File: src/poc_pkg.sv
// ----------------------------------------------------------------------------
// poc_pkg
// Shared types and constants of the passivity observer and controller.
// ----------------------------------------------------------------------------
package poc_pkg;

    localparam int unsigned JOINTS_DEFAULT = 7;
    localparam int unsigned JOINTS_MAX     = 16;

    localparam logic [46:0] ENERGY_MAX = {47{1'b1}};
    localparam logic [30:0] GAIN_MAX   = {31{1'b1}};

    localparam logic [23:0] PERIOD_RESET = 24'd16777;
    localparam logic [31:0] FLOOR_RESET  = 32'd1;

    // configuration register indexes
    localparam logic [1:0] REG_SIDE_ROLE     = 2'd0;
    localparam logic [1:0] REG_SAMPLE_PERIOD = 2'd1;
    localparam logic [1:0] REG_NORM_FLOOR    = 2'd2;

    // opcodes
    localparam logic OP_OBSERVE = 1'b0;
    localparam logic OP_CONTROL = 1'b1;

    // result kinds
    localparam logic KIND_REPORT = 1'b0;
    localparam logic KIND_SAMPLE = 1'b1;

    typedef struct packed {
        logic               opcode;
        logic signed [15:0] joint_velocity;
        logic signed [15:0] joint_force;
        logic               last_joint;
        logic signed [47:0] partner_energy;
    } in_item_t;

    typedef struct packed {
        logic               result_kind;
        logic signed [15:0] adjusted_sample;
        logic        [46:0] energy_in;
        logic        [46:0] energy_out;
        logic        [37:0] power_in;
        logic        [37:0] power_out;
        logic signed [31:0] damping_gain;
        logic               last_result;
    } out_item_t;

    // classified work between the front and the back
    typedef struct packed {
        logic               control;
        logic        [4:0]  count;
        logic signed [47:0] partner_energy;
    } job_t;

endpackage

File: src/poc_front.sv
// ----------------------------------------------------------------------------
// poc_front
// Accepts items, buffers joint vectors, accumulates power and hands closed
// vectors to the back end through a two-entry job queue.
// ----------------------------------------------------------------------------
module poc_front
    import poc_pkg::*;
#(
    parameter int unsigned JOINTS = JOINTS_DEFAULT,
    localparam int unsigned IW = (JOINTS > 1) ? $clog2(JOINTS) : 1
)
(
    input  logic               clk,
    input  logic               rst_n,
    input  logic               push,
    output logic               full,
    input  in_item_t           data_in,
    // job queue toward the back end
    output logic               job_valid,
    output job_t               job,
    output logic signed [39:0] job_power,
    input  logic               job_take,
    // buffer read port for the back end
    input  logic [IW-1:0]      rd_index,
    output logic signed [15:0] rd_velocity,
    output logic signed [15:0] rd_force,
    // buffer is free again
    input  logic               buf_release
);

    logic signed [15:0] vel_mem [JOINTS];
    logic signed [15:0] frc_mem [JOINTS];
    logic [4:0]         count_reg;
    logic signed [39:0] power_reg;
    logic signed [31:0] prod_reg;
    logic               prod_valid_reg;
    logic               busy_reg;          // closed control vector owns the buffer
    job_t               q_job_reg   [2];
    logic signed [39:0] q_power_reg [2];
    logic [1:0]         q_cnt_reg;
    logic               q_wr_reg;
    logic               q_rd_reg;
    logic               accept;
    logic               close;
    logic               in_range;

    // product register sits between items; the item after an observe item
    // that does not close its vector waits until its product is added
    assign full     = busy_reg || prod_valid_reg || (q_cnt_reg == 2'd2);
    assign accept   = push && !full;
    assign in_range = (count_reg < 5'(JOINTS));
    assign close    = accept && data_in.last_joint;

    // joint buffers
    always_ff @(posedge clk)
    begin
        if (accept && in_range)
        begin
            vel_mem[count_reg[IW-1:0]] <= data_in.joint_velocity;
            frc_mem[count_reg[IW-1:0]] <= data_in.joint_force;
        end
    end

    assign rd_velocity = vel_mem[rd_index];
    assign rd_force    = frc_mem[rd_index];

    // count, power accumulate and job queue
    always_ff @(posedge clk or negedge rst_n)
    begin
        if (!rst_n)
        begin
            count_reg      <= '0;
            power_reg      <= '0;
            prod_valid_reg <= 1'b0;
            busy_reg       <= 1'b0;
            q_cnt_reg      <= '0;
            q_wr_reg       <= 1'b0;
            q_rd_reg       <= 1'b0;
        end
        else
        begin
            prod_valid_reg <= 1'b0;
            if (prod_valid_reg)
                power_reg <= power_reg + 40'(prod_reg);
            if (accept)
            begin
                prod_reg <= data_in.joint_velocity * data_in.joint_force;
                prod_valid_reg <= in_range && (data_in.opcode == OP_OBSERVE)
                                  && !data_in.last_joint;
            end
            if (accept && !data_in.last_joint && in_range)
                count_reg <= count_reg + 5'd1;
            if (close)
            begin
                q_job_reg[q_wr_reg].control        <= data_in.opcode;
                q_job_reg[q_wr_reg].count          <= in_range ? count_reg + 5'd1
                                                                : count_reg;
                q_job_reg[q_wr_reg].partner_energy <= data_in.partner_energy;
                q_power_reg[q_wr_reg] <= (in_range && data_in.opcode == OP_OBSERVE)
                    ? power_reg + 40'(data_in.joint_velocity) * 40'(data_in.joint_force)
                    : power_reg;
                q_wr_reg  <= ~q_wr_reg;
                count_reg <= '0;
                power_reg <= '0;
                busy_reg  <= (data_in.opcode == OP_CONTROL);
            end
            if (buf_release)
                busy_reg <= 1'b0;
            if (job_take)
                q_rd_reg <= ~q_rd_reg;
            q_cnt_reg <= q_cnt_reg + {1'b0, close} - {1'b0, job_take};
        end
    end

    assign job_valid = (q_cnt_reg != 2'd0);
    assign job       = q_job_reg[q_rd_reg];
    assign job_power = q_power_reg[q_rd_reg];

    a_queue_bound: assert property (@(posedge clk) disable iff (!rst_n)
        q_cnt_reg <= 2'd2) else $error("job queue overflow");
    a_no_accept_busy: assert property (@(posedge clk) disable iff (!rst_n)
        busy_reg |-> !accept) else $error("item accepted while buffer held");
    a_take_valid: assert property (@(posedge clk) disable iff (!rst_n)
        job_take |-> job_valid) else $error("job taken from empty queue");

endmodule

File: config.mk
export PLATFORM = sky130hd
export DESIGN_NAME = poc_front
export DESIGN_NICKNAME = d
export VERILOG_FILES = /design/src/poc_pkg.sv /design/src/poc_front.sv
export SDC_FILE = /design/constraint.sdc
export NUM_CORES = 2
export LEC_CHECK = 0
export ABC_AREA = 1
export ABC_CLOCK_PERIOD_IN_PS = 9200
export BUFFER_PORTS_ARGS = -buffer_cell sky130_fd_sc_hd__buf_2
export CAP_MARGIN = 40
export CORE_MARGIN = 4
export CORE_UTILIZATION = 44
export DETAILED_ROUTE_END_ITERATION = 10
export SKIP_LAST_GASP = 1
export SLEW_MARGIN = 20
export SYNTH_ARGS = -nofsm -noshare
export SYNTH_HDL_FRONTEND = slang
export SYNTH_SLANG_ARGS = --single-unit
File: constraint.sdc
create_clock -name clk -period 9.2 [get_ports clk]
set_input_delay 1.84 -clock clk [delete_from_list [all_inputs] [get_ports clk]]
set_output_delay 1.84 -clock clk [all_outputs]
set_load 0.02 [all_outputs]
==> impl_metrics.ini <==
[timing]
fin_crit_ns = 7.62
fin_tns_setup_ns = 0
finalClockSkew_ns = 0.0415
slew_viol_final = 0
finalCritPeriodShare = 0.828
finalSetupViolations = 0
relSlewSlack = 0.471
rsz0062_at_grt = false
hold_violations = 0
tightestPinTransition_ns = 0.793
fmax_ghz = 0.131

[floorplan]
die-area_um2 = 95100
die_w_um = 308
rows = 109
die_y_um = 308
initial_core_util = 0.447
io_pins = 218
core_area_um2 = 88900

[finish]
area_growth_pct = 10.7
final_nets = 5243
final_layout_size_suffix_gt1_frac = 0.104

[clock_tree]
cts_root_buf = clkbuf_16
clock_latency_ns = 0.63
clockBufferDepth = 3
cts_hold_buf = 0
cts_resized = 0
cts.sinks = 495
postCtsSetupBuffers = 0
cts_tree = built
htreeDepth = 2
cts_buffers = 54
clk_pin_slew_ns = 0.06

[global_routing]
track_usage = 0.241
grt_first_pass_wirelength_mm = 175
grt_max_degree = 66
grt_pass1_vias = 29600
grt-ovfl-total = 0
antenna_found_initial = 2

[worst_setup_path]
cp_slowest_cell = fa_1
critical-path-max-stage-delay_ns = 0.89
cp_max_fo = 16
path_cells = buf_2 > nand2_1 > inv_1 > fa_1 > fa_1 > fa_1 > inv_1 > fa_1 > inv_1 > fa_1 > inv_1 > fa_1 > inv_1 > ha_1 > nand2_1 > inv_1 > nand2_1 > nor3_1 > nand3_1 > nand2_1 > nand2_1 > nand3_1 > nand2_1
cp.required_ns = 9.57
worstPathArrival_ns = 7.99
worstSetupPathType = input pin to flop
critPathCaptureType = flop
critPathLaunchType = input pin

[synth]
synth_ff_type = edfxtp_1
avgSynthCellArea_um2 = 9.13
ys_warn_count = 0
post-synth-top-area-cell = edfxtp_1
yosys-top-cells-count = nand2_1 (1,089), inv_1 (979), edfxtp_1 (444), fa_1 (407), nor2_1 (270)
synth_edf_count = 444
synth_cell_types = 45
synth-seq-cells = 495
ys_seq_area_frac = 0.368
synth_area_leaders = edfxtp_1 (34%), fa_1 (21%), nand2_1 (10%)
synth_most_common_cell = nand2_1
syn_inst = 4348
synth_nets = 5059
ys_async_sr_fraction = 0.103
syn-cell-area_um2 = 39700
synth_top_area_frac = 0.336

[placed_design]
gp_congestion = 0.973
io_buffer_count = 217
detailed_place_hpwl_mm = 88.7

[status]
status = finished, final reports clean

[routing]
drtAntennaViolNets = 0
firstDrtPassIters = 6
viasPerCell = 5.06
drc = 0
wl_mm = 112
vias = 29000
drt-initial-drc-count = 2308
wire_per_inst_um = 19.5

[worst_hold_path]
hp-class = flop to flop

[job]
maxCapViolations = 0
-- worst paths after layout --
path	endpoint	startpoint	depth (start not counted)	slack [ns]
max in group asynchronous	power_reg[5]	rst_n	3	7.12
max reg2reg	q_power_reg[1][36]	power_reg[15]	19	3.89
min reg2reg	q_job_reg[1][51]	count_reg[3]	0	0.51
min in group asynchronous	power_reg[37]	rst_n	2	1.29
max	q_power_reg[1][35]	data_in[80]	23	1.58
min	q_job_reg[1][51]	count_reg[3]	0	0.51
-- routing by layer --
layer / track usage / vias to the layer above / share of wire
met5: 0 / - / 0
met4: 0.0723 / 0 / 0.031
met3: 0.0343 / 155 / 0.062
met2: 0.396 / 848 / 0.47
met1: 0.333 / 14200 / 0.43
li1: - / 13800 / -
-- cells by family (layout without fill, tap and decap cells) --
kind of cell / count (synthesis) / after routing / synth area share
AO/OA/AOI/OAI: 384 / 384 / 0.0523
XOR/XNOR: 61 / 61 / 0.0135
adder cells (fa/ha/maj): 621 / 621 / 0.273
buffers and inverters: 1113 / 1339 / 0.106
flip-flops: 495 / 495 / 0.368
multiplexers: 94 / 94 / 0.0267
other: 0 / 3 / 0
AND/OR/NAND/NOR: 1580 / 1580 / 0.161
-- per-stage QoR --
step / hold WS [ns] / setup slack, ns / util / std cells / cell area [µm²]
after floorplan: 0.481 / 1.82 / - / 4348 / 39700
after global placement: 0.490 / 1.00 / 0.473 / 5635 / 42000
after detailed placement: 0.490 / 0.904 / 0.474 / 5640 / 42200
after CTS: 0.506 / 1.57 / 0.494 / 5738 / 43900
after global routing: 0.536 / 1.07 / 0.494 / 5740 / 44000
final: 0.506 / 1.58 / 0.494 / 5742 / 44000
-- critical path, delay by kind of cell --
kind,cells,cell delay (ns)
buf+inv,7,0.99
simple gates,9,1.10
fa+ha+maj,7,4.03
-- cells in the final DEF, fill, tap and decap left out, types with 9 or more instances in the layout --
cell type | synthesis | routed
a21oi_1 | 146 | 146
buf_2 | 29 | 217
buf_4 | 2 | 35
clkbuf_1 | 91 | 22
clkbuf_16 | 0 | 56
dfrtp_1 | 51 | 50
edfxtp_1 | 444 | 444
fa_1 | 407 | 407
ha_1 | 214 | 214
inv_1 | 979 | 978
mux2_2 | 94 | 94
nand2_1 | 1089 | 1089
nand3_1 | 119 | 119
nand3b_1 | 19 | 19
nand4_1 | 25 | 25
nor2_1 | 270 | 265
nor2_2 | 7 | 9
nor3_1 | 24 | 18
o21ai_0 | 130 | 130
o21ai_1 | 30 | 30
o21bai_1 | 17 | 17
o22ai_1 | 38 | 38
xnor2_1 | 29 | 29
xor2_1 | 32 | 32
-- cell type report --
class | count | area (µm²)
Clock inverter | 20 | 287
Inverter | 983 | 3690
Fill cell | 8571 | 45000
Clock buffer | 78 | 1470
Multi-Input combinational cell | 2740 | 20900
Tap cell | 1165 | 1460
Timing Repair Buffer | 258 | 1500
Sequential cell | 495 | 14600
Antenna cell | 3 | 7.51
Power is not shown: default switching activity piles up to over one toggle a cycle in this logic, so the estimate is an artifact.
